$ cat config.mk
export PLATFORM = sky130hd
export DESIGN_NAME = i2c_command_stream_encoder_unit
export DESIGN_NICKNAME = d
export VERILOG_FILES = /design/src/hw/rtl/icse_pkg.sv /design/src/hw/rtl/icse_ram.sv /design/src/hw/rtl/i2c_command_stream_encoder_unit.sv
export SDC_FILE = /design/constraint.sdc
export NUM_CORES = 1
export LEC_CHECK = 0
export ABC_AREA = 0
export BUFFER_PORTS_ARGS = -buffer_cell sky130_fd_sc_hd__buf_2
export CORE_ASPECT_RATIO = 0.5
export CORE_MARGIN = 2
export CORE_UTILIZATION = 62
export DETAILED_ROUTE_END_ITERATION = 16
export PLACE_DENSITY_LB_ADDON = 0.05
export SLEW_MARGIN = 20
export SYNTH_ARGS = -nofsm -noshare
export SYNTH_HDL_FRONTEND = slang
export SYNTH_HIERARCHICAL = 1
export SYNTH_SLANG_ARGS = --single-unit
$ cat constraint.sdc
create_clock -name clk -period 35.4 [get_ports clk]
set_clock_uncertainty 0.1 [all_clocks]
set_input_delay 10.62 -clock clk [delete_from_list [all_inputs] [get_ports clk]]
set_output_delay 10.62 -clock clk [all_outputs]
set_load 0.03 [all_outputs]
$ cat src/hw/rtl/icse_pkg.sv
// Package for the I2C command stream encoder: sizes, request and reply codes,
// pin-command opcodes and the command fragment tables.
// Depends on nothing; imported by the top level.
package icse_pkg;

  // Reply record capacity and derived widths.
  localparam int MAX_REPLY = 256;
  localparam int CNT_W     = $clog2(MAX_REPLY + 1);
  localparam int ADDR_W    = $clog2(MAX_REPLY);
  localparam int IDX_W     = 5;

  // Request codes carried on the input tuser.
  typedef logic [2:0] req_t;
  localparam req_t REQ_START  = 3'd0;
  localparam req_t REQ_WRITE  = 3'd1;
  localparam req_t REQ_READ   = 3'd2;
  localparam req_t REQ_FINISH = 3'd3;
  localparam req_t REQ_REPLY  = 3'd4;

  // Kind of reply expected for each recorded element.
  typedef logic [1:0] kind_t;
  localparam kind_t KIND_ADDR  = 2'd0;
  localparam kind_t KIND_WRITE = 2'd1;
  localparam kind_t KIND_READ  = 2'd2;

  // Result status codes.
  typedef logic [1:0] status_t;
  localparam status_t ST_OK       = 2'd0;
  localparam status_t ST_ADDR_NAK = 2'd1;
  localparam status_t ST_DATA_NAK = 2'd2;
  localparam status_t ST_OVERFLOW = 2'd3;

  // Frame being emitted by the byte sequencer.
  typedef enum logic [2:0] {
    FR_START,
    FR_WRITE,
    FR_READ,
    FR_STOP,
    FR_REPLY
  } frame_t;

  // Pin-command opcodes.
  localparam logic [7:0] OP_SET_PINS   = 8'h80;
  localparam logic [7:0] OP_WRITE_BYTE = 8'h11;
  localparam logic [7:0] OP_READ_BYTE  = 8'h20;
  localparam logic [7:0] OP_WRITE_BITS = 8'h13;
  localparam logic [7:0] OP_READ_BITS  = 8'h22;
  localparam logic [7:0] OP_FLUSH      = 8'h87;

  // Pin patterns and argument bytes.
  localparam logic [7:0] PIN_BOTH  = 8'h03;
  localparam logic [7:0] PIN_SCL   = 8'h01;
  localparam logic [7:0] PIN_NONE  = 8'h00;
  localparam logic [7:0] MASTER_NACK = 8'h80;
  localparam logic [7:0] NAK_BIT   = 8'h01;

  // Index of the final byte of each frame.
  function automatic logic [IDX_W-1:0] frame_last_idx(frame_t f);
    logic [IDX_W-1:0] r;
    unique case (f)
      FR_START: r = IDX_W'(20);
      FR_WRITE: r = IDX_W'(11);
      FR_READ:  r = IDX_W'(11);
      FR_STOP:  r = IDX_W'(12);
      default:  r = '0;
    endcase
    return r;
  endfunction

  // Twelve-byte fragment that clocks out one byte and reads back its ACK bit.
  function automatic logic [7:0] write_frag_byte(logic [3:0] i, logic [7:0] v);
    logic [7:0] r;
    unique case (i)
      4'd0:    r = OP_SET_PINS;
      4'd1:    r = PIN_NONE;
      4'd2:    r = PIN_BOTH;
      4'd3:    r = OP_WRITE_BYTE;
      4'd4:    r = PIN_NONE;
      4'd5:    r = PIN_NONE;
      4'd6:    r = v;
      4'd7:    r = OP_SET_PINS;
      4'd8:    r = PIN_NONE;
      4'd9:    r = PIN_SCL;
      4'd10:   r = OP_READ_BITS;
      default: r = PIN_NONE;
    endcase
    return r;
  endfunction

  // Command byte at position idx of a frame; v is the address, data or ACK byte.
  function automatic logic [7:0] frame_byte(frame_t f, logic [IDX_W-1:0] idx,
                                            logic [7:0] v);
    logic [7:0]       r;
    logic [IDX_W-1:0] off;
    off = idx - IDX_W'(9);
    r   = PIN_NONE;
    unique case (f)
      FR_START: begin
        if (idx < IDX_W'(9)) begin
          unique case (idx[3:0])
            4'd1, 4'd2, 4'd5, 4'd8: r = PIN_BOTH;
            4'd0, 4'd3, 4'd6:       r = OP_SET_PINS;
            4'd4:                   r = PIN_SCL;
            default:                r = PIN_NONE;
          endcase
        end else begin
          r = write_frag_byte(off[3:0], v);
        end
      end
      FR_WRITE: r = write_frag_byte(idx[3:0], v);
      FR_READ: begin
        unique case (idx[3:0])
          4'd0, 4'd6: r = OP_SET_PINS;
          4'd2:       r = PIN_SCL;
          4'd3:       r = OP_READ_BYTE;
          4'd8:       r = PIN_BOTH;
          4'd9:       r = OP_WRITE_BITS;
          4'd11:      r = v;
          default:    r = PIN_NONE;
        endcase
      end
      FR_STOP: begin
        unique case (idx[3:0])
          4'd0, 4'd3, 4'd6, 4'd9: r = OP_SET_PINS;
          4'd2, 4'd5, 4'd7, 4'd8,
          4'd10:                  r = PIN_BOTH;
          4'd4:                   r = PIN_SCL;
          4'd12:                  r = OP_FLUSH;
          default:                r = PIN_NONE;
        endcase
      end
      default: r = PIN_NONE;
    endcase
    return r;
  endfunction

endpackage

$ cat src/hw/rtl/icse_ram.sv
// Generic single-port-write, single-port-read RAM with a registered read.
// Depends on nothing; used for the reply kind records.
module icse_ram #(
  parameter int WIDTH = 2,
  parameter int DEPTH = 256
) (
  input  logic                     clk,
  input  logic                     we,
  input  logic [$clog2(DEPTH)-1:0] waddr,
  input  logic [WIDTH-1:0]         wdata,
  input  logic [$clog2(DEPTH)-1:0] raddr,
  output logic [WIDTH-1:0]         rdata
);

  logic [WIDTH-1:0] mem [DEPTH];

  // Write port and registered read port; a read of the entry being written
  // returns the old contents.
  always_ff @(posedge clk) begin
    if (we) begin
      mem[waddr] <= wdata;
    end
    rdata <= mem[raddr];
  end

endmodule

$ cat src/hw/rtl/i2c_command_stream_encoder_unit.sv
// I2C command stream encoder. Each input transfer carries one element (start
// plus address, write byte, read byte, finish) or one reply byte from the pin
// engine. Elements come out as pin-command bytes, one byte per cycle unless
// the output stalls: a start is 21 bytes, a write or read 12, a finish 13
// (stop fragment and flush byte). A checked reply gives one result; a dropped
// reply or an unknown request code is taken with no result. The byte
// sequencer sets the rate: the next input transfer is taken in the cycle the
// previous element's last byte enters the output register. The kinds of the
// expected replies sit in a 256 x 2 RAM, written at the record count and read
// at the check count, with forwarding of a record written in the same cycle.
// Depends on icse_pkg and icse_ram.
module i2c_command_stream_encoder_unit
  import icse_pkg::*;
(
  input  logic        clk,
  input  logic        rst,
  // Input transfers.
  input  logic        s_tvalid,
  output logic        s_tready,
  input  logic [15:0] s_tdata,   // target_address[6:0], read_flag, payload_byte[7:0]
  input  logic [2:0]  s_tuser,   // req_type
  input  logic        s_tlast,   // final_read
  // Result transfers.
  output logic        m_tvalid,
  input  logic        m_tready,
  output logic [23:0] m_tdata,   // cmd_byte[7:0], read_data[7:0], status[1:0], zeros
  output logic        m_tuser,   // is_command
  output logic        m_tlast    // last
);

  // Input field views.
  req_t       in_req;
  logic [6:0] in_addr;
  logic       in_rd;
  logic [7:0] in_pay;
  logic       in_fin;

  assign in_req  = s_tuser;
  assign in_addr = s_tdata[6:0];
  assign in_rd   = s_tdata[7];
  assign in_pay  = s_tdata[15:8];
  assign in_fin  = s_tlast;

  // Transfer state.
  logic [CNT_W-1:0] expected_replies, expected_replies_next;
  logic [CNT_W-1:0] checked_replies, checked_replies_next;
  logic             transfer_closed, transfer_closed_next;
  logic             aborted, aborted_next;

  // Element being emitted.
  logic             cur_valid;
  frame_t           cur_frame;
  logic [IDX_W-1:0] cur_idx;
  logic [7:0]       cur_val;
  logic [7:0]       cur_rdata;
  status_t          cur_status;
  logic             cur_last;

  // Load request for the sequencer.
  logic    cur_load;
  frame_t  load_frame;
  logic [7:0] load_val;
  logic [7:0] load_rdata;
  status_t load_status;

  // Reply kind memory and forwarding.
  logic              ram_we;
  logic [ADDR_W-1:0] ram_waddr;
  kind_t             ram_wdata;
  logic [ADDR_W-1:0] ram_raddr;
  kind_t             ram_rdata;
  logic              fwd_hit;
  kind_t             fwd_kind;
  kind_t             head_kind;

  // Record bookkeeping.
  logic             accept;
  logic             new_xfer;
  logic [CNT_W-1:0] exp_base;
  logic             rec_full;
  status_t          rec_status;
  kind_t            rec_kind;
  logic             out_load;

  assign accept   = s_tvalid && s_tready;
  assign cur_last = (cur_idx == frame_last_idx(cur_frame));
  assign out_load = cur_valid && (!m_tvalid || m_tready);
  assign s_tready = !cur_valid || (out_load && cur_last);

  // A start after a finish opens a fresh transfer.
  assign new_xfer   = (in_req == REQ_START) && transfer_closed;
  assign exp_base   = new_xfer ? '0 : expected_replies;
  assign rec_full   = (exp_base >= CNT_W'(MAX_REPLY));
  assign rec_status = rec_full ? ST_OVERFLOW : ST_OK;

  // Head record: forwarded when written in the previous cycle.
  assign head_kind = fwd_hit ? fwd_kind : ram_rdata;

  icse_ram #(
    .WIDTH ($bits(kind_t)),
    .DEPTH (MAX_REPLY)
  ) u_kind_ram (
    .clk   (clk),
    .we    (ram_we),
    .waddr (ram_waddr),
    .wdata (ram_wdata),
    .raddr (ram_raddr),
    .rdata (ram_rdata)
  );

  // Decode of an accepted transfer: record, check and sequencer load.
  always_comb begin
    expected_replies_next = expected_replies;
    checked_replies_next  = checked_replies;
    transfer_closed_next  = transfer_closed;
    aborted_next          = aborted;
    ram_we      = 1'b0;
    ram_waddr   = exp_base[ADDR_W-1:0];
    rec_kind    = KIND_ADDR;
    cur_load    = 1'b0;
    load_frame  = FR_REPLY;
    load_val    = 8'h00;
    load_rdata  = 8'h00;
    load_status = ST_OK;
    if (accept) begin
      unique case (in_req)
        REQ_START, REQ_WRITE, REQ_READ: begin
          if (new_xfer) begin
            checked_replies_next = '0;
            aborted_next         = 1'b0;
            transfer_closed_next = 1'b0;
          end
          unique case (in_req)
            REQ_START: rec_kind = KIND_ADDR;
            REQ_WRITE: rec_kind = KIND_WRITE;
            default:   rec_kind = KIND_READ;
          endcase
          if (!rec_full) begin
            ram_we                = 1'b1;
            expected_replies_next = exp_base + CNT_W'(1);
          end else begin
            expected_replies_next = exp_base;
          end
          cur_load    = 1'b1;
          load_status = rec_status;
          unique case (in_req)
            REQ_START: begin
              load_frame = FR_START;
              load_val   = {in_addr, in_rd};
            end
            REQ_WRITE: begin
              load_frame = FR_WRITE;
              load_val   = in_pay;
            end
            default: begin
              load_frame = FR_READ;
              load_val   = in_fin ? MASTER_NACK : PIN_NONE;
            end
          endcase
        end
        REQ_FINISH: begin
          transfer_closed_next = 1'b1;
          cur_load             = 1'b1;
          load_frame           = FR_STOP;
        end
        REQ_REPLY: begin
          if (!aborted && (checked_replies < expected_replies)) begin
            checked_replies_next = checked_replies + CNT_W'(1);
            cur_load             = 1'b1;
            load_frame           = FR_REPLY;
            if (head_kind == KIND_READ) begin
              load_rdata = in_pay;
            end else if ((in_pay & NAK_BIT) != 8'h00) begin
              load_status  = (head_kind == KIND_ADDR) ? ST_ADDR_NAK : ST_DATA_NAK;
              aborted_next = 1'b1;
            end
          end
        end
        default: begin
        end
      endcase
    end
  end

  assign ram_wdata = rec_kind;
  assign ram_raddr = checked_replies_next[ADDR_W-1:0];

  // Control registers.
  always_ff @(posedge clk) begin
    if (rst) begin
      expected_replies <= '0;
      checked_replies  <= '0;
      transfer_closed  <= 1'b1;
      aborted          <= 1'b0;
      cur_valid        <= 1'b0;
      cur_idx          <= '0;
      m_tvalid         <= 1'b0;
      fwd_hit          <= 1'b0;
    end else begin
      expected_replies <= expected_replies_next;
      checked_replies  <= checked_replies_next;
      transfer_closed  <= transfer_closed_next;
      aborted          <= aborted_next;
      fwd_hit          <= ram_we && (ram_waddr == ram_raddr);
      if (out_load) begin
        m_tvalid <= 1'b1;
      end else if (m_tready) begin
        m_tvalid <= 1'b0;
      end
      // A new element takes over the sequencer as the previous one leaves.
      if (cur_load) begin
        cur_valid <= 1'b1;
        cur_idx   <= '0;
      end else if (out_load) begin
        cur_idx <= cur_idx + IDX_W'(1);
        if (cur_last) begin
          cur_valid <= 1'b0;
        end
      end
    end
  end

  // Payload registers.
  always_ff @(posedge clk) begin
    fwd_kind <= ram_wdata;
    if (cur_load) begin
      cur_frame  <= load_frame;
      cur_val    <= load_val;
      cur_rdata  <= load_rdata;
      cur_status <= load_status;
    end
    if (out_load) begin
      m_tdata <= {6'b0, cur_status, cur_rdata,
                  frame_byte(cur_frame, cur_idx, cur_val)};
      m_tuser <= (cur_frame != FR_REPLY);
      m_tlast <= cur_last;
    end
  end

`ifndef SYNTHESIS
  // No reply is checked before it has been recorded.
  assert property (@(posedge clk) disable iff (rst)
    checked_replies <= expected_replies)
    else $error("checked replies ran ahead of recorded replies");

  // The record count never passes the store depth.
  assert property (@(posedge clk) disable iff (rst)
    expected_replies <= CNT_W'(MAX_REPLY))
    else $error("reply record count beyond capacity");

  // A new transfer is only taken as the current element leaves its last byte.
  assert property (@(posedge clk) disable iff (rst)
    (cur_valid && s_tready) |-> (out_load && cur_last))
    else $error("input taken while an element is still being emitted");

  // An abort comes with a reply result waiting in the sequencer.
  assert property (@(posedge clk) disable iff (rst)
    $rose(aborted) |-> (cur_valid && (cur_frame == FR_REPLY)))
    else $error("abort without a pending reply result");
`endif

endmodule

Word-level counts from Yosys, hierarchy flattened --
Memory sizes are Yosys's and may differ from the RTL's. A register that Yosys moved wholly into a read port is not among the register bits. Index checks and enable logic that the tools add are counted.
Cells by class: $add $sub $neg 4, order comparisons 3, equality and inequality tests 29, multiplexer cells 49, reduce and logical (&&, ||, !) cells 34
Operators by type and width (number):
- 8-bit case mux with 6 select lines | 3
- 9-bit two-way mux | 4
- 8-bit case mux with 4 select lines | 1
- 4-bit equality test, second input constant | 6
- 8-bit two-way mux | 3
- 9-bit by 1-bit adder with 9-bit output, second input constant | 2
- 9-bit case mux with 2 select lines | 1
- 4-bit by 2-bit equality test with 1-bit output, second input constant | 4
- 4-bit by 3-bit equality test with 1-bit output, second input constant | 4
- 1-bit two-way mux | 16
- 2-bit two-way mux | 8
- 4-bit two-way mux | 4
- 8-bit case mux with 2 select lines | 1
- 5-bit case mux with 3 select lines | 1
- 3-bit by 2-bit equality test with 1-bit output, second input constant | 4
- 2-bit case mux with 2 select lines | 3
- 2-bit nonzero test | 5
- 2-bit OR reduction | 5
- 9-bit greater-or-equal comparator, second input constant | 1
- 9-bit less-than comparator | 1
- 8-bit equality test | 1
- 4-bit logical NOT | 2
- 2-bit != test, second input constant | 4
- 4-bit AND reduction | 2
- 20 further kinds | 33
Word-level totals: bits in registers 71, memory bits (writable) 512, ROM bits 112, input port bits 24, output and inout port bits 28, logic and storage cells 139, memories kept 3
Memory list:
- u_kind_ram.mem | words 256, width 2, read ports 1, clocked after Yosys merged registers in 1, wr ports 1, line icse_ram.sv:15 | logic [WIDTH-1:0] mem [DEPTH];
- (name not given) | words 16, width 4, read ports 1, clocked after Yosys merged registers in 1, wr ports 0, line icse_pkg.sv:123 | unique case (idx[3:0])
- (name not given) | words 16, width 3, read ports 1, clocked after Yosys merged registers in 1, wr ports 0, line icse_pkg.sv:100 | unique case (idx[3:0])

Longest topological paths before layout --
Gate-level depths: netlist of run 1.
word-level depth 10, mapped depth 21, depth with buffers taken out 15

Cells and area by module --
Netlist of run 1, hierarchy kept.
Modules (own cells, without submodules):
- icse_ram | times used 1, cells each 1242, area each 21381.8 µm²
- i2c_command_stream_encoder_unit | times used 1, cells each 495, area each 4528.1 µm²

Worst setup path before layout of run 1 --
Ideal clock, no wire load.
path type input to output, start in m_tready, end out s_tready, arrival 11.195 ns, slack 13.485 ns, stages 3, path buffers 0, path through nor2b_1 nand2_1 and3_1
Between the ends: cells in the longest elaborated chain, start to end 4
RTL lines:
- start: declaration | line i2c_command_stream_encoder_unit.sv:25 | input logic m_tready,
- 1-bit logical OR | line i2c_command_stream_encoder_unit.sv:87 | assign out_load = cur_valid && (!m_tvalid || m_tready);
- 1-bit logical AND | line i2c_command_stream_encoder_unit.sv:87
- 1-bit logical AND | line i2c_command_stream_encoder_unit.sv:88 | assign s_tready = !cur_valid || (out_load && cur_last);
- 1-bit logical OR | line i2c_command_stream_encoder_unit.sv:88
- end: declaration | line i2c_command_stream_encoder_unit.sv:19 | output logic s_tready,
Every way passes these cells.

Worst setup path after layout of run 1 --
Same ends and word-level chain as after synthesis.

==> results of run 1 <==
[area by class of cell]
class	count	area [µm²]
fill	2791	12830
clock inverter	19	183.9
multi-input combinational	1000	7752
tap	540	675.6
inverter	31	123.9
timing repair buffer	73	475.5
clock buffer	69	1364
sequential	592	17390
[Yosys cell counts (4+ instances only)]
cell type and n:
a221oi_1 7, clkbuf_1 71, buf_2 12, nand4_1 15, a22o_1 9, inv_1 28
buf_12 8, buf_4 8, mux2i_1 73, nand2b_1 6, mux2_2 10, o22ai_1 8
dfxtp_1 39, o21ai_1 7, a31oi_1 12, nor2_1 327, nand2_1 63, buf_6 12
mux4_1 20, and3_1 7, ha_1 20, mux4_2 82, a22oi_1 9, nor3_1 10
o31ai_1 8, a21oi_1 48, a2111oi_0 6, edfxtp_1 553, nand3_1 47, and2_1 17
a32oi_1 4, nor3b_1 4, o21ai_0 31, nor2b_1 25, xnor2_1 14, o221ai_1 18
a211oi_1 18
[sequential cells by signal, indices dropped and copies added (netlist names), 3 cells and up, named ones only]
register / cells
cur_rdata: 8
checked_replies: 9
expected_replies: 9
u_kind_ram/mem: 512
cur_val: 8
m_tdata: 18
cur_idx: 5
cur_frame: 3
[layer usage]
| metal | vias up | wire (µm) |
|---|---|---|
| met5 | - | 0 |
| met4 | 0 | 1548 |
| met3 | 104 | 6420 |
| met2 | 776 | 28080 |
| met1 | 7764 | 24600 |
| li1 | 6702 | - |
[power breakdown]
| part | switching [mW] | internal (mW) |
|---|---|---|
| clock network | 0.243 | 0.292 |
| logic | 0.0295 | 0.0125 |
| registers | 0.00290 | 0.764 |
[logic make-up after synthesis]
group / after synthesis
adders and majority gates: 20
muxes: 185
AOI/OAI and AO/OA: 228
and+or+nand+nor: 544
xor gates and xnor gates: 17
buffers and inverters: 150
DFF: 592
other: 1
[stage by stage]
| step | cell area [µm²] | hold WS, ns | power (mW) | util, % | setup slack [ns] |
|---|---|---|---|---|---|
| CTS | 27940 | 0.3204 | 1.349 | 68.49 | 13.21 |
| floorplan | 25930 | 0.3003 | 0.8138 | - | 13.48 |
| finish | 27960 | 0.3189 | 1.344 | 68.54 | 13.21 |
| global placement | 26370 | 0.3002 | 0.8225 | 64.64 | 13.24 |
| global route | 27960 | 0.3241 | 1.382 | 68.54 | 13.16 |
| detailed placement | 26390 | 0.3045 | 0.8239 | 64.69 | 13.22 |
[worst max-delay path: cells and delay by family]
family                 cells  cell delay, ns
buffers and inverters      2            0.27
AND/OR/NAND/NOR            3            0.58
[how the worst min path moves through the flow]
stage,end,startpoint,slack [ns]
global route,m_tdata[14]$_DFFE_PP_,cur_rdata[6]$_SDFFCE_PN0P_,0.32
finish,m_tdata[14]$_DFFE_PP_,cur_rdata[6]$_SDFFCE_PN0P_,0.32
detailed placement,m_tdata[11]$_DFFE_PP_,cur_rdata[3]$_SDFFCE_PN0P_,0.30
floorplan,m_tdata[10]$_DFFE_PP_,cur_rdata[2]$_SDFFCE_PN0P_,0.30
global placement,m_tdata[13]$_DFFE_PP_,cur_rdata[5]$_SDFFCE_PN0P_,0.30
CTS,m_tdata[14]$_DFFE_PP_,cur_rdata[6]$_SDFFCE_PN0P_,0.32
==> impl_metrics.csv, run 1 <==
group,metric,value,unit
layout,antenna_cells,0,
setup_path,path_common_cell,"buf_2",
place,hpwl,37.03,mm
floorplanning,core,0.04079,mm²
global_routing,grt_start_max_net_pins,258,
synthesis,synth_top_area_share,64.09,%
floorplanning,start_util,63.51,%
synthesis,ys.flop_type,"edfxtp_1",
timing,fin_crit_sh,62.68,%
route,drc,0,
setup_path,slowest_stage,"and3_1",
synthesis,synthXorXnorAreaFrac,0.6036,%
timing,final.min_clock_period,22.19,ns
global_routing,grtUsageMet2,44.61,%
setup_path,cp-startpoint,"m_tready",
synthesis,ys_warn_count,6,
setup_path,path_class,"in -> out",
place,place_inst,2236,
clocking,clk_path_buf_depth,3,
synthesis,synthAdderAreaFrac,0.9658,%
setup_path,endpoint,"s_tready",
power,powerDensity,48.06,mW/mm²
synthesis,synthMuxAreaShare,12.41,%
synthesis,synth.avg_cell_area,14.92,µm²
clocking,cts-root-buf,"clkbuf_16",
setup_path,cp_data_arrival_time,11.47,ns
synthesis,synth_seq_cells,592,
synthesis,syn_inst,1737,
synthesis,synth_top_family_by_area,"multiplexers",
layout,most-common-layout-cells,"edfxtp_1, nor2_1, mux4_2",
clocking,clk_pin_slew,0.07,ns
timing,finalSetupViolCount,0,
route,drtAntennaViolNets,0,
synthesis,synth_compound_area_share,6.254,%
setup_path,r2r_slack,29.41,ns
setup_path,crit_chain,"buf_2 > nor2b_1 > nand2_1 > and3_1 > buf_2",
outcome,status,"complete, no violations",
floorplanning,ios,52,
clocking,cts_htree_levels,2,
synthesis,synth_area_leaders,"edfxtp_1, mux4_2, nor2_1",
setup_path,worst-r2r-cell-count,16,
setup_path,cpPeakStageDelay,0.22,ns
global_routing,grt_usage,28.38,%
global_routing,grt_pass1_vias,15320,
place,gp_congestion,0.8792,
route,via_per_inst,6.603,
global_routing,grt_pass1_wl,91.79,mm
timing,slew_headroom,20.19,%
global_routing,antenna_found_initial,1,
layout,nets,1792,
setup_path,cp_max_fo,3,
timing,setup-tns-final,0,ns
layout,area_growth,7.920,%
power,ir_worst_vdd,0.03701,mV
floorplanning,die-area,0.04354,mm²
synthesis,synth_top_cell_by_area,"edfxtp_1",
route,vias,15350,
synthesis,mappedNetlistArea,0.02591,mm²
global_routing,grt.met3_usage,8.219,%
timing,worst_slew_pin_slew,1.197,ns
clocking,holdBufCountCts,0,
setup_path,end_kind,"primary output",
job,maxCapViolCount,0,
setup_path,r2r-start,"expected_replies[8]$_SDFFE_PP0P_",
route,drt-total-wl,60.65,mm
place,portBuffers,45,
floorplanning,fp-row-count,52,
clocking,clkSinkCount,592,
power,p_leak,8.023,nW
layout,drive_above_1_share,14.63,%
route,drt_pre_antenna_iters,5,
timing,timing.final.hold_violations,0,
setup_path,cp.required,24.68,ns
synthesis,synth-simple-area-share,9.301,%
setup_path,startpoint_type,"input port",
route,avgRoutedWirePerCell,26.10,µm
timing,max_freq,45.07,MHz
synthesis,synth.distinct_cells,87,
timing,drv_slew,0,
clocking,cts_inserted_buffers,50,
clocking,cts_tree,"done",
floorplanning,die_h,148.6,µm
route,drt-initial-drc-count,1817,
global_routing,met1_usage,39.53,%
clocking,clkLatencyLatePin,0.59,ns
clocking,cts_resized,0,
clocking,cts_setup_buffers,0,
synthesis,yosysSeqAreaShare,67.10,%
layout,mostFrequentLayoutCell,"edfxtp_1",
layout,stdcell_count,2324,
synthesis,synth-edff-count,553,
global_routing,grt.busiest_layer,"met2",
hold_path,hold-path-cell-count,0,
global_routing,grt.overflow.total,0,
synthesis,async_reset_ff_share,0,%
floorplanning,die_x,293.1,µm
setup_path,r2r_end,"u_kind_ram/rdata[0]$_DFF_P_",
timing,rsz0062_at_grt,"no",
hold_path,holdCritPathClass,"reg -> reg",
No activity file was read; power rests on OpenSTA's default activity.
==> run 2, diff against run 1 <==
--- a/config.mk
+++ b/config.mk
@@ -9,7 +9,7 @@
 export BUFFER_PORTS_ARGS = -buffer_cell sky130_fd_sc_hd__buf_2
 export CORE_ASPECT_RATIO = 0.5
 export CORE_MARGIN = 2
-export CORE_UTILIZATION = 62
+export CORE_UTILIZATION = 57
 export DETAILED_ROUTE_END_ITERATION = 16
 export PLACE_DENSITY_LB_ADDON = 0.05
 export SLEW_MARGIN = 20
==> constraint.sdc (replaced) <==
create_clock -name clk -period 19.75 [get_ports clk]
set_clock_uncertainty 0.1 [all_clocks]
set_input_delay 5.925 -clock clk [delete_from_list [all_inputs] [get_ports clk]]
set_output_delay 5.925 -clock clk [all_outputs]
set_load 0.03 [all_outputs]
==> impl_metrics.csv, run 2 (synthesized netlist as in run 1, its figures left out) <==
group,metric,value,unit
setup_path,crit_chain,"buf_2 > nor2b_1 > nand2_1 > and3_1 > buf_2",
power,swShare,20.59,%
setup_path,r2r-start,"expected_replies[8]$_SDFFE_PP0P_",
setup_path,crit_family,"simple AND/OR/NAND/NOR gates",
timing,rsz0062_at_grt,"no",
clocking,holdBufCountCts,0,
layout,fillCellCount,3361,
hold_path,hold_end,"m_tdata[14]$_DFFE_PP_",
global_routing,grt_pass1_vias,15170,
layout,mostFrequentLayoutCell,"edfxtp_1",
power,clkPwrFrac,41.7,%
floorplanning,core,0.04501,mm²
power,internal_power,1.976,mW
clocking,cts_htree_levels,2,
global_routing,grt_start_max_net_pins,258,
setup_path,path_class,"in -> out",
route,vias,15410,
layout,regMostFlops,"u_kind_ram/mem",
clocking,cts-root-buf,"clkbuf_16",
power,powerDensity,88.17,mW/mm²
setup_path,cp_data_arrival_time,6.82,ns
route,via_per_inst,6.432,
layout,post-route-util,62.71,%
clocking,clkLatencyLatePin,0.59,ns
timing,fin_crit_sh,65.03,%
setup_path,cp.required,13.72,ns
route,drt_pre_antenna_iters,5,
power,p_leak,8.134,nW
power,seqPwrFrac,55.3,%
outcome,status,"complete, no violations",
layout,drive_above_1_share,15.29,%
timing,finalSetupViolCount,0,
timing,max_freq,77.86,MHz
power,ir_worst_vdd,0.06903,mV
setup_path,end_kind,"primary output",
timing,slew_headroom,6.010,%
floorplanning,die_h,154.8,µm
place,hpwl,38.00,mm
clocking,cts_setup_buffers,0,
layout,area.sequential,0.01739,mm²
global_routing,antenna_found_initial,0,
timing,drv_slew,0,
route,avgRoutedWirePerCell,26.18,µm
setup_path,path_common_cell,"buf_2",
power,p_switching,512.3,µW
timing,setup-tns-final,0,ns
hold_path,hold-path-cell-count,0,
setup_path,startpoint_type,"input port",
clocking,clk_path_buf_depth,3,
setup_path,worst-r2r-cell-count,17,
setup_path,cpPeakStageDelay,0.23,ns
hold_path,worstHoldStart,"cur_rdata[6]$_SDFFCE_PN0P_",
floorplanning,start_util,57.57,%
layout,antenna_cells,0,
clocking,clkSinkCount,592,
layout,largest_reg_flops,512,
timing,timing.final.hold_violations,0,
global_routing,grt_usage,26.57,%
clocking,cts_inserted_buffers,53,
clocking,clk_pin_slew,0.07,ns
floorplanning,ios,52,
global_routing,grt_pass1_wl,93.50,mm
job,maxCapViolCount,0,
layout,nets,1800,
route,drc,0,
timing,worst_slew_pin_slew,1.410,ns
place,gp_congestion,0.8325,
layout,most-common-layout-cells,"edfxtp_1, nor2_1, mux4_2",
route,drt-total-wl,62.72,mm
layout,multi_input_area,0.007742,mm²
clocking,cts_resized,0,
place,portBuffers,45,
layout,reg_top3,"u_kind_ram/mem x512, m_tdata x18",
timing,final.min_clock_period,12.84,ns
setup_path,r2r_slack,13.04,ns
floorplanning,die_x,305.5,µm
floorplanning,die-area,0.04728,mm²
route,drt-initial-drc-count,1910,
hold_path,holdCritPathClass,"reg -> reg",
setup_path,r2r_end,"u_kind_ram/rdata[1]$_DFF_P_",
floorplanning,fp-row-count,55,
power,combPwrFrac,3.1,%
setup_path,path_buf_inv,2,
layout,area_growth,8.924,%
clocking,cts_tree,"done",
setup_path,slowest_stage,"nor2b_1",
route,drtAntennaViolNets,0,
global_routing,grt.overflow.total,0,
setup_path,cp_max_fo,3,
run 2: changes by cell type in the layout (fill, tap and decap cells not counted), moves of 2 or more:
cell       delta
bufinv_16     +2
buf_4         +7
nand3_1       +3
buf_6         -2
nand3_2       -3
clkinv_2      +5
clkbuf_16     +4
run 2: metal layers:
| metal | up-vias | track usage, % | part of all wire (%) |
|---|---|---|---|
| met4 | 0 | 5.794 | 1.8 |
| li1 | 6712 | - | - |
| met1 | 7871 | 39.32 | 43 |
| met2 | 735 | 41.41 | 46 |
| met5 | - | 0 | 0 |
| met3 | 94 | 5.303 | 9.2 |
run 2: worst register-to-register path: stages (launching register included):
cell and delay [ns]:
dfxtp_1 0.40, inv_1 0.16, ha_1 0.36, nand3_1 0.14, nor2_1 0.05, a22oi_1 0.62
nand2_1 0.32, nor3_1 0.27, a21oi_1 0.17, inv_8 0.58, buf_4 0.88, buf_4 0.74
mux4_1 0.67, a22o_1 0.22, a2111oi_2 0.38, o31ai_1 0.25, o22ai_2 0.21, a311oi_2 0.06
run 2: worst max-delay path by stage:
stage	endpoint	slack, ns	cells after the start	from
final	s_tready	6.91	5	m_tready
after global routing	s_tready	6.81	5	m_tready
after CTS	s_tready	6.91	5	m_tready
after detailed placement	s_tready	6.92	5	m_tready
after global placement	s_tready	6.95	5	m_tready
after floorplan	u_kind_ram/mem[0][0]$_DFFE_PP_	5.21	7	m_tready
run 2: power by group through the flow:
| stage | Sequential (mW) | Combinational [mW] | Clock (mW) |
|---|---|---|---|
| floorplan | 1.41 | 0.0505 | 0 |
| global placement | 1.40 | 0.0731 | 0 |
| detailed placement | 1.40 | 0.0750 | 0 |
| CTS | 1.37 | 0.0753 | 1.05 |
| global route | 1.37 | 0.0821 | 1.11 |
| finish | 1.38 | 0.0760 | 1.04 |
run 2: stage by stage:
step	instance area, µm²	std cells	setup slack (ns)	power [mW]	hold slack, ns
finish	28220	2396	6.907	2.488	0.3213
detailed placement	26480	2297	6.918	1.477	0.3075
CTS	28190	2394	6.913	2.503	0.3234
global placement	26480	2297	6.955	1.475	0.3008
global route	28220	2396	6.813	2.564	0.3262
floorplan	25930	1742	5.206	1.459	0.3003
run 2: area by class of cell:
cell class | count | share of cell area (%)
clock buffer | 72 | 5.174
clock inverter | 25 | 0.9044
inverter | 31 | 0.4389
multi-input combinational | 1000 | 27.43
sequential | 592 | 61.61
tap | 598 | 2.651
timing repair buffer | 78 | 1.791
==> run 3, diff against run 2 <==
--- a/config.mk
+++ b/config.mk
@@ -5,7 +5,7 @@
 export SDC_FILE = /design/constraint.sdc
 export NUM_CORES = 1
 export LEC_CHECK = 0
-export ABC_AREA = 0
+export ABC_AREA = 1
 export BUFFER_PORTS_ARGS = -buffer_cell sky130_fd_sc_hd__buf_2
 export CORE_ASPECT_RATIO = 0.5
 export CORE_MARGIN = 2
==> constraint.sdc (replaced) <==
create_clock -name clk -period 11.4 [get_ports clk]
set_clock_uncertainty 0.1 [all_clocks]
set_input_delay 3.42 -clock clk [delete_from_list [all_inputs] [get_ports clk]]
set_output_delay 3.42 -clock clk [all_outputs]
set_load 0.03 [all_outputs]
==> impl_metrics.csv, run 3 <==
group,metric,value,unit
outcome,status,"complete, no violations",
route,vias,19100,
synthesis,yosysSeqAreaShare,65.15,%
timing,rsz0062_at_grt,"no",
synthesis,synth_top_cell_by_area,"edfxtp_1",
route,avgRoutedWirePerCell,20.24,µm
timing,worst_slew_pin_slew,1.211,ns
place,pre_cts_ws,3.160,ns
synthesis,synth_top_area_share,62.23,%
timing,finalSetupViolCount,0,
setup_path,cp_data_arrival_time,4.72,ns
timing,slew_headroom,19.09,%
route,drt_pre_antenna_iters,5,
floorplanning,die-area,0.04867,mm²
power,ir_worst_vdd,0.1040,mV
route,drc,0,
layout,post-route-util,62.71,%
floorplanning,fp-row-count,55,
route,drt-total-wl,66.37,mm
place,portBuffers,45,
synthesis,syn_inst,2644,
setup_path,cp.required,7.88,ns
job,maxCapViolCount,0,
synthesis,yosysMostFrequentCell,"nand2_1",
clocking,cts_resized,0,
synthesis,synthXorXnorAreaFrac,0.4267,%
power,powerDensity,152.9,mW/mm²
power,finalPower,4.382,mW
global_routing,grt_usage,27.52,%
layout,reg_top3,"u_kind_ram/mem x512, m_tdata x18",
clocking,clk_path_buf_depth,3,
global_routing,antenna_found_initial,1,
timing,drv_slew,0,
layout,antenna_cells,0,
layout,area_growth,7.371,%
synthesis,synth_area_leaders,"edfxtp_1, nand2_1, nand3_1",
setup_path,end_kind,"primary output",
synthesis,async_reset_ff_share,0,%
layout,fillCellCount,3868,
timing,layout_setup_ws,3.160,ns
clocking,cts_setup_buffers,0,
floorplanning,start_util,58.40,%
place,place_inst,3184,
clocking,cts_tree,"done",
layout,most-common-layout-cells,"nand2_1, edfxtp_1, nand3_1",
timing,fin_crit_sh,72.28,%
clocking,cts-root-buf,"clkbuf_16",
layout,largest_reg_flops,512,
clocking,cts_inserted_buffers,52,
synthesis,synth_common_cells,"nand2_1, edfxtp_1, nand3_1, nor2_1, inv_1",
global_routing,grt_pass1_wl,101.3,mm
place,gp_congestion,0.8611,
global_routing,grt_start_max_net_pins,222,
layout,stdcell_area,0.02865,mm²
global_routing,grt_pass1_vias,17670,
synthesis,mappedNetlistArea,0.02669,mm²
clocking,clk_pin_slew,0.07,ns
route,via_per_inst,5.823,
layout,regMostFlops,"u_kind_ram/mem",
synthesis,synth_compound_area_share,1.880,%
layout,nets,2655,
floorplanning,die_h,157,µm
synthesis,synth_seq_cells,592,
synthesis,synth_top_family_by_area,"simple AND/OR/NAND/NOR gates",
hold_path,holdCritPathClass,"reg -> reg",
synthesis,synth.distinct_cells,47,
timing,timing.final.hold_violations,0,
floorplanning,die_x,310.0,µm
synthesis,synth-simple-area-share,26.29,%
synthesis,ys_warn_count,6,
synthesis,synthMuxAreaShare,0.07502,%
place,hpwl,38.49,mm
synthesis,synth.avg_cell_area,10.09,µm²
timing,final.min_clock_period,8.240,ns
setup_path,cp_max_fo,23,
setup_path,path_class,"in -> out",
layout,drive_above_1_share,6.709,%
synthesis,synthAdderAreaFrac,0.9377,%
global_routing,grt.overflow.total,0,
layout,stdcell_count,3280,
synthesis,synth-edff-count,553,
synthesis,ys.flop_type,"edfxtp_1",
route,drt-initial-drc-count,2305,
layout,mostFrequentLayoutCell,"nand2_1",
place,placed_area,0.02701,mm²
timing,max_freq,121.4,MHz
power,p_leak,10.12,nW
clocking,cts_htree_levels,2,
clocking,clkLatencyLatePin,0.59,ns
clocking,clkSinkCount,592,
route,drtAntennaViolNets,0,
setup_path,startpoint_type,"input port",
floorplanning,ios,52,
clocking,holdBufCountCts,0,
floorplanning,core,0.04569,mm²
run 3: cell types whose count changed in the layout (fill, tap and decap cells not counted), moves of 11 or more:
cell,before,now
nor2b_1,22,0
a211oi_1,18,0
mux4_1,20,0
o221ai_1,18,1
inv_1,27,114
xnor2_1,14,1
mux2i_1,73,2
mux4_2,82,0
nor2_1,326,337
buf_4,29,16
nand2_1,63,735
and2_1,17,0
nand3_1,47,537
run 3: worst paths after layout:
| check | start | end | slack, ns | cells after the start |
|---|---|---|---|---|
| max | m_tready | s_tready | 3.16 | 8 |
| min | cur_rdata[3]$_SDFFCE_PN0P_ | m_tdata[11]$_DFFE_PP_ | 0.32 | 0 |
| max reg2reg | expected_replies[8]$_SDFFE_PP0P_ | u_kind_ram/rdata[1]$_DFF_P_ | 6.32 | 21 |
| min reg2reg | cur_rdata[3]$_SDFFCE_PN0P_ | m_tdata[11]$_DFFE_PP_ | 0.32 | 0 |
run 3: cell type report:
cell class | instances | area, µm² | area share (%)
Sequential cell | 592 | 17390 | 60.68
Multi-Input combinational cell | 1776 | 7951 | 27.75
Clock buffer | 66 | 1375 | 4.799
Tap cell | 627 | 784.5 | 2.738
Inverter | 125 | 481.7 | 1.681
Timing Repair Buffer | 64 | 405.4 | 1.415
Clock inverter | 30 | 267.8 | 0.9345
run 3: cells by family (layout without fill, tap and decap cells):
group / Yosys count / after routing
AND/OR/NAND/NOR: 1648 / 1648
flip-flops: 592 / 592
buffers and inverters: 281 / 285
AO/OA/AOI/OAI: 87 / 87
adder cells (fa/ha/maj): 20 / 20
XOR/XNOR: 13 / 13
multiplexers: 2 / 2
other: 1 / 6
run 3: layer usage:
layer	share of wire, %	GRT usage [%]
met1	45	40.92
met2	44	42.68
met3	9.3	4.915
met4	1.8	5.912
met5	0.012	0
run 3: power breakdown:
part / leakage, nW / total, mW / internal [mW] / switching, mW
clock: 0.806 / 1.73 / 0.965 / 0.767
sequential: 4.96 / 2.38 / 2.37 / 0.0101
combinational: 4.36 / 0.266 / 0.0659 / 0.200
total: 10.1 / 4.38 / 3.40 / 0.977
run 3: worst max-delay path, stage by stage:
cell	delay [ns]
buf_2	0.07
inv_1	0.03
nand2_1	0.09
nand2_2	0.12
inv_2	0.42
nand4_4	0.18
nand2_4	0.15
buf_2	0.22
run 3: metrics by stage:
stage | hold WS (ns) | setup TNS, ns
global route | 0.3274 | 0
floorplan | 0.3003 | -2559.79
global placement | 0.3010 | 0
detailed placement | 0.3052 | 0
CTS | 0.3201 | 0
finish | 0.3181 | 0
